--- config.mk ---
export PLATFORM = sky130hd
export DESIGN_NAME = twmd_div_chain
export DESIGN_NICKNAME = d
export VERILOG_FILES = /design/src/design/assert_macros.svh /design/src/design/twmd_pkg.sv /design/src/design/twmd_div_cell.sv /design/src/design/twmd_div_chain.sv
export SDC_FILE = /design/constraint.sdc
export NUM_CORES = 1
export LEC_CHECK = 0
export BUFFER_PORTS_ARGS = -buffer_cell sky130_fd_sc_hd__buf_2
export CAP_MARGIN = 20
export CELL_PAD_IN_SITES_DETAIL_PLACEMENT = 1
export CELL_PAD_IN_SITES_GLOBAL_PLACEMENT = 1
export CORE_ASPECT_RATIO = 0.6
export CORE_UTILIZATION = 25
export DETAILED_ROUTE_END_ITERATION = 8
export PLACE_DENSITY = 0.57
export SLEW_MARGIN = 25
export SYNTH_ARGS = -nofsm -noshare
export SYNTH_HDL_FRONTEND = slang
export SYNTH_SLANG_ARGS = --single-unit
export TNS_END_PERCENT = 1
--- constraint.sdc ---
create_clock -name i_clk -period 2.3 [get_ports i_clk]
set_input_delay 0.115 -clock i_clk [delete_from_list [all_inputs] [get_ports i_clk]]
set_output_delay 0.115 -clock i_clk [all_outputs]
set_load 0.005 [all_outputs]
--- src/design/assert_macros.svh ---
// Assertion helpers shared by the denoise filter RTL.
// All assume a clock named i_clk and an active-low reset named i_rst_n.
`ifndef ASSERT_MACROS_SVH
`define ASSERT_MACROS_SVH

// Property holds at every clock edge outside reset.
`define TWMD_ASSERT(lbl, prop, msg) \
    lbl: assert property (@(posedge i_clk) disable iff (!i_rst_n) (prop)) else $error(msg);

// Antecedent implies consequent in the same cycle.
`define TWMD_ASSERT_IMP(lbl, ante, cons, msg) \
    lbl: assert property (@(posedge i_clk) disable iff (!i_rst_n) (ante) |-> (cons)) else $error(msg);

`endif

--- src/design/twmd_pkg.sv ---
// ----------------------------------------------------------------------------
// twmd_pkg
// Shared types and constants for the threshold window mean denoise filter.
// ----------------------------------------------------------------------------
package twmd_pkg;

    localparam int PIX_W   = 16;
    localparam int RAD_W   = 3;
    localparam int DIM_W   = 13;
    localparam int CFG_W   = 16;
    localparam int IDX_W   = 3;
    // 15x15 window plus two extra centre weights: sum below 2^24
    localparam int SUM_W   = 24;
    localparam int CNT_W   = 8;
    // rounded mean: (2*sum + cnt) / (2*cnt)
    localparam int DIV_N_W = SUM_W + 1;
    localparam int DIV_D_W = CNT_W + 1;

    localparam int DEF_MAX_RADIUS = 7;
    localparam int DEF_MAX_WIDTH  = 4096;
    localparam int DEF_PIXEL_BITS = 16;
    localparam int MAX_HEIGHT     = 4096;

    localparam logic [CFG_W-1:0] RST_THRESHOLD = 16'd10;
    localparam logic [RAD_W-1:0] RST_RADIUS    = 3'd1;
    localparam logic [DIM_W-1:0] RST_WIDTH     = 13'd1920;
    localparam logic [DIM_W-1:0] RST_HEIGHT    = 13'd1080;

    // configuration register indexes
    localparam logic [IDX_W-1:0] REG_THRESHOLD = 3'd0;
    localparam logic [IDX_W-1:0] REG_RADIUS    = 3'd1;
    localparam logic [IDX_W-1:0] REG_WIDTH     = 3'd2;
    localparam logic [IDX_W-1:0] REG_HEIGHT    = 3'd3;
    localparam logic [IDX_W-1:0] REG_WIDE      = 3'd4;

    // One stage of the divider chain
    typedef struct packed {
        logic               vld;
        logic [DIV_D_W-1:0] rem;
        logic [DIV_N_W-1:0] num;
        logic [DIV_N_W-1:0] quo;
        logic [DIV_D_W-1:0] den;
    } t_div;

endpackage

--- src/design/twmd_div_cell.sv ---
// ----------------------------------------------------------------------------
// twmd_div_cell
// One restoring division step: shifts in one dividend bit, subtracts the
// divisor if it fits, and hands the result to the next cell.
// ----------------------------------------------------------------------------
module twmd_div_cell (
    input  logic           i_clk,
    input  logic           i_rst_n,
    input  twmd_pkg::t_div i_stage,
    output twmd_pkg::t_div o_stage
);
    import twmd_pkg::*;

    logic [DIV_D_W:0]   trial;
    logic [DIV_D_W:0]   diff;
    logic               fits;
    logic               r_vld;
    logic [DIV_D_W-1:0] r_rem;
    logic [DIV_N_W-1:0] r_num;
    logic [DIV_N_W-1:0] r_quo;
    logic [DIV_D_W-1:0] r_den;

    // trial subtract
    always_comb begin
        trial = {i_stage.rem, i_stage.num[DIV_N_W-1]};
        diff  = trial - {1'b0, i_stage.den};
        fits  = (trial >= {1'b0, i_stage.den});
    end

    // valid bit
    always_ff @(posedge i_clk) begin
        if (!i_rst_n) begin
            r_vld <= 1'b0;
        end else begin
            r_vld <= i_stage.vld;
        end
    end

    // payload
    always_ff @(posedge i_clk) begin
        r_rem <= fits ? diff[DIV_D_W-1:0] : trial[DIV_D_W-1:0];
        r_num <= {i_stage.num[DIV_N_W-2:0], 1'b0};
        r_quo <= {i_stage.quo[DIV_N_W-2:0], fits};
        r_den <= i_stage.den;
    end

    assign o_stage = {r_vld, r_rem, r_num, r_quo, r_den};

endmodule

--- src/design/twmd_div_chain.sv ---
// ----------------------------------------------------------------------------
// twmd_div_chain
// Row of division cells, one quotient bit per cell, one cell per cycle.
// ----------------------------------------------------------------------------
module twmd_div_chain (
    input  logic                         i_clk,
    input  logic                         i_rst_n,
    input  twmd_pkg::t_div               i_stage,
    output logic                         o_vld,
    output logic [twmd_pkg::PIX_W-1:0]   o_quo
);
    import twmd_pkg::*;

    t_div w_stage [0:DIV_N_W];

    assign w_stage[0] = i_stage;

    // cell row
    for (genvar g = 0; g < DIV_N_W; g++) begin : g_cell
        twmd_div_cell u_cell (
            .i_clk   (i_clk),
            .i_rst_n (i_rst_n),
            .i_stage (w_stage[g]),
            .o_stage (w_stage[g+1])
        );
    end

    // quotient fits in a pixel; keep its low bits
    assign o_vld = w_stage[DIV_N_W].vld;
    assign o_quo = w_stage[DIV_N_W].quo[PIX_W-1:0];

endmodule

* After elaboration in Yosys (flattened, before gate mapping)
Index checks and enable logic that the tools add are counted.
Word-level totals: bits in registers 893, input port bits 71, output and inout bits 17
Operators by class: $add $sub $neg 24, order comparisons 25, multiplexer cells 24
Operators with widths (number):
- $ge 10x9->1 | 25
- $mux 9 | 24
- $sub 9x9->9 | 24

* Depth between registers and ports, before layout
depth in word-level cells 2, depth in mapped cells 10, mapped depth without buffers 9

* Cells and area by module
Synthesis repeated with hierarchy kept, for this count alone.
Second synthesis, totals: cells, all modules 3950, area total of the unflattened synthesis 51486.9 um^2
By module, submodules not included:
- twmd_div_cell | instances 25, cells an instance 158, area each 2059.5 um^2, seq. area each 1361.3 um^2

* Least setup slack after synthesis
OpenSTA, ideal clock, no wires.
path type register to register, start reg g_cell[22].u_cell.r_num[24], end reg g_cell[23].u_cell.r_rem[1], library setup time 121 ps, arrival time 2210 ps, slack -32 ps, cell stages (with the launch flop) 11, buffers on the path 1, path through dfxtp_1 -> inv_1 -> ha_1 -> inv_1 -> fa_1 -> a21o_1 -> a221oi_4 -> a21oi_2 -> or2_1 -> buf_6 -> mux2_4
On the way: cells in the longest elaborated chain, start to end 2, elaborated cells on any way between the ends 3
Ends and longest elaborated chain:
- start, declared | line twmd_div_cell.sv:19 | logic [DIV_N_W-1:0] r_num;
- start signal, assigned | line twmd_div_cell.sv:42 | r_num <= {i_stage.num[DIV_N_W-2:0], 1'b0};
- $ge 10x9->1 | line twmd_div_cell.sv:27 | fits = (trial >= {1'b0, i_stage.den});
- named net g_cell[23].u_cell.fits | line twmd_div_cell.sv:16 | logic fits;
- $mux 9 | line twmd_div_cell.sv:41 | r_rem <= fits ? diff[DIV_D_W-1:0] : trial[DIV_D_W-1:0];
- end signal, assigned | line twmd_div_cell.sv:41
- end, declared | line twmd_div_cell.sv:18 | logic [DIV_D_W-1:0] r_rem;
The timed path passes the listed nets, and every way through them passes these cells. A chain may end at the register's enable or synchronous reset.

* Worst setup path in the final report
start reg g_cell[9].u_cell.r_num[24], end reg g_cell[10].u_cell.r_rem[5]
On the way: cells in the longest elaborated chain, start to end 2, elaborated cells on any way between the ends 3
Ends and longest elaborated chain (line):
- start, declared | twmd_div_cell.sv:19
- start signal, assigned | twmd_div_cell.sv:42
- $ge 10x9->1 | twmd_div_cell.sv:27
- named net g_cell[10].u_cell.fits | twmd_div_cell.sv:16
- $mux 9 | twmd_div_cell.sv:41
- end signal, assigned | twmd_div_cell.sv:41
- end, declared | twmd_div_cell.sv:18
The timed path passes the listed nets, and every way through them passes these cells.

==> run summary <==
final net count: 3395
Synth Warn #: 0
cell taking the most area after synthesis: dfxtp_1
Antenna Nets Post-Route: 0
Die Wd: 458 µm
Slew HR: 0.529
fmax: 432 MHz
H-tree depth: 3
Synth cell types: 68
GP Congestion: 0.791
TritonCTS clock tree: built
crit-path cells: inv_1 > ha_2 > inv_1 > fa_2 > a21oi_2 > o21ai_1 > a21oi_1 > buf_4 > o31ai_4 > mux2_4
DP Wirelength: 47900 µm
Least-Margin Pin Slew: 0.706 ns
leak pwr: 17.3 nW
#FFs+latches synth: 893
outcome: complete, but fails checks
synthesis-to-layout area growth: 24.7%
Initial DRC Count: 859
setup violators final: 2
TNS Setup: -0.0272 ns
WP data required: 2.86 ns
Via Count: 19500
clock period minus worst slack: 2.32 ns
worst-case clock buffer depth: 3
synthesized cell area: 31100 µm²
Tcrit/Tclk final: 1.01
Mapped Nets: 3010
VDD IR max: 0.000606 V
synthesized area per cell: 11.6 µm²
RSZ-0062 raised after global routing: true
first-pass GRT wire length: 108000 µm
Initial DRT Pass Iterations: 5
Top delay family on crit path: compound AO/OA/AOI/OAI gates
maxcap violations: 0
post-synth top area share: 0.574
Comb pwr share: 0.386
DIE AREA: 126000 µm²
pin count of the biggest net entering global routing: 26
number of global-route vias before repair: 20700
Worst Skew: 0.0471 ns
share of post-route cells with drive strength above 1: 0.181
most area-consuming cells after synthesis: dfxtp_1 57%, ha_1 9.0%, inv_1 3.5%, mux2_1 2.6%, a21oi_1 2.3%
cell count after synthesis: 2690
Initial Util: 0.254
Post-synth EDFFs: 0
Critical Path Source Type: flip-flop
GRT Resource Usage Total: 0.106
asr flop ratio synth: 0
r2r startpoint: g_cell[9].u_cell.r_num[24]
DRC errors left: 0
num ports: 88
worst r2r path cells: 10
Overflow after GRT: 0
pre-CTS worst setup slack: -0.123 ns
PD cells: 1510 nW/µm²
routed length per placed instance: 13.6 µm
CP Data Arrival Time: 2.87 ns
main flop type after synthesis: dfxtp_1
# clock sinks: 893
slowest CP cell: o31ai_4
Worst setup endpoint: g_cell[10].u_cell.r_rem[5]
P_sw: 0.0194 W
flop2flop setup slack: -0.02 ns
Clock power frac: 0.254
CTS Root Cell: clkbuf_16
Flop pwr share: 0.360
Hold Vio Cnt, Final: 0
worst min path class: in2reg
PortBufs: 62
switching part of the total: 0.332
most used cell, CP: inv_1
PnR worst setup slack: -0.0158 ns
final wirelength: 64600 µm
start point of the critical path: g_cell[9].u_cell.r_num[24]
Slew Limit Fails: 0
most common cell after layout, fill and taps aside: dfxtp_1
TritonCTS buffer count: 88
core area: 123000 µm²
clock-pin slew on the worst setup and hold paths: 0.06 ns
CP Class: reg2reg
Seq/Total Area, Yosys: 0.574
CP max stage delay: 0.58 ns
Setup crit end kind: flip-flop
Worst path depth: 10
Worst-Skew Late Latency: 0.69 ns
# rows: 99
Hold Startpoint: i_stage[3]
Buf/Inv on CP: 3
die height: 275 µm
antenna violations before repair: 2
r2r endpoint: g_cell[10].u_cell.r_rem[5]
commonest cells after routing, fill and taps aside: 888 x dfxtp_1, 288 x inv_1, 216 x ha_1
CP Max Fanout: 9
failing checks: setup timing
Int Power: 0.0392 W
vias per std cell: 4.10
cells in the mapped netlist (8+ instances only):
library cell / number
a22oi_1: 13
nand2b_1: 19
fa_1: 24
o21ai_1: 12
o211ai_1: 16
and3_1: 44
a31o_1: 10
a21oi_1: 145
nand4_1: 19
xnor2_1: 82
nor2_1: 114
nor3_1: 29
nand2_1: 50
nand3_1: 84
nor2b_1: 43
nand3b_1: 17
o31ai_1: 21
mux2_2: 12
xor2_1: 37
ha_1: 225
buf_2: 25
o211a_1: 10
and2_1: 26
a21oi_2: 8
inv_1: 288
mux2_1: 72
or2_2: 8
a221oi_2: 11
o21bai_1: 20
mux2_4: 31
o2bb2ai_1: 8
a21o_1: 70
a31oi_1: 22
o21ai_0: 59
mux2i_1: 31
dfxtp_1: 893
logic make-up (layout without fill, tap and decap cells):
logic type | after synthesis | in the layout | synth area share
flops | 893 | 893 | 0.574
simple gates | 483 | 483 | 0.0847
compound gates | 482 | 482 | 0.107
buf+inv | 318 | 774 | 0.0399
fa+ha+maj | 249 | 249 | 0.106
mux | 146 | 146 | 0.0553
xor+xnor | 119 | 119 | 0.0335
other cells | 0 | 1 | 0
power groups by stage:
| stage | Clock [W] | Sequential, W | Combinational, W |
|---|---|---|---|
| 6_report | 0.0149 | 0.0211 | 0.0226 |
| 5_1_grt | 0.0164 | 0.0215 | 0.0252 |
| 4_1_cts | 0.0157 | 0.0212 | 0.0223 |
| 3_5_place_dp | 0 | 0.0215 | 0.0218 |
| 2_1_floorplan | 0 | 0.0207 | 0.0155 |
| 3_3_place_gp | 0 | 0.0215 | 0.0214 |
state kept, by name, summed over array words and instances, names as in the netlist:
signal               flops
g_cell.u_cell.r_num    300
g_cell.u_cell.r_den    216
g_cell.u_cell.r_rem    216
g_cell.u_cell.r_quo    136
g_cell.u_cell.r_vld     25
per-layer routing:
layer	GRT usage	wire length (µm)	up-vias
met4	0.0342	1590	0
li1	-	-	9975
met1	0.158	36100	9259
met2	0.146	24600	197
met5	0	0	-
met3	0.0245	2290	101
worst reg2reg max path, delay by kind of cell (launching register included):
kind	cells	cell delay, ns
DFF	1	0.31
muxes	1	0.35
adders and majority gates	2	0.38
AOI/OAI and AO/OA	4	0.88
buffers and inverters	3	0.27
how the worst min path moves through the flow:
stage / to / cells past startpoint
after floorplan: g_cell[0].u_cell.r_den[0] / 0
after global placement: g_cell[0].u_cell.r_num[22] / 1
after detailed placement: g_cell[0].u_cell.r_num[2] / 1
after CTS: g_cell[0].u_cell.r_den[0] / 2
after global routing: g_cell[0].u_cell.r_num[19] / 2
final: g_cell[0].u_cell.r_den[3] / 2
repair_timing:
item                                   4_1_cts  5_1_grt
setup endpoints to repair                   78      175
setup buffers                                0        1
hold buffers                                67        0
endpoints found under the hold margin       67        0
pin swaps                                    2       15
resized for setup                           24       65
stage by stage:
| stage | power [W] | std cells | hold WS [ns] | instance area (µm²) | utilization |
|---|---|---|---|---|---|
| 5_1_grt | 0.0631 | 4763 | 0.0358 | 38800 | 0.317 |
| 2_1_floorplan | 0.0362 | 2690 | 0.143 | 31100 | - |
| 6_report | 0.0586 | 4763 | 0.0793 | 38800 | 0.317 |
| 4_1_cts | 0.0591 | 4761 | 0.000970 | 38600 | 0.315 |
| 3_3_place_gp | 0.0428 | 4533 | 0.217 | 34800 | 0.284 |
| 3_5_place_dp | 0.0433 | 4533 | 0.219 | 34800 | 0.284 |
layout make-up:
| type | count | area, µm² |
|---|---|---|
| tap | 1616 | 2020 |
| clock inverter | 42 | 614 |
| inverter | 288 | 1080 |
| sequential | 893 | 17900 |
| timing repair buffer | 325 | 2460 |
| antenna | 1 | 2.50 |
| clock buffer | 119 | 2440 |
| multi-input combinational | 1479 | 12300 |
| fill | 13400 | 83700 |
Note: power is estimated with default switching activity, not from simulation.
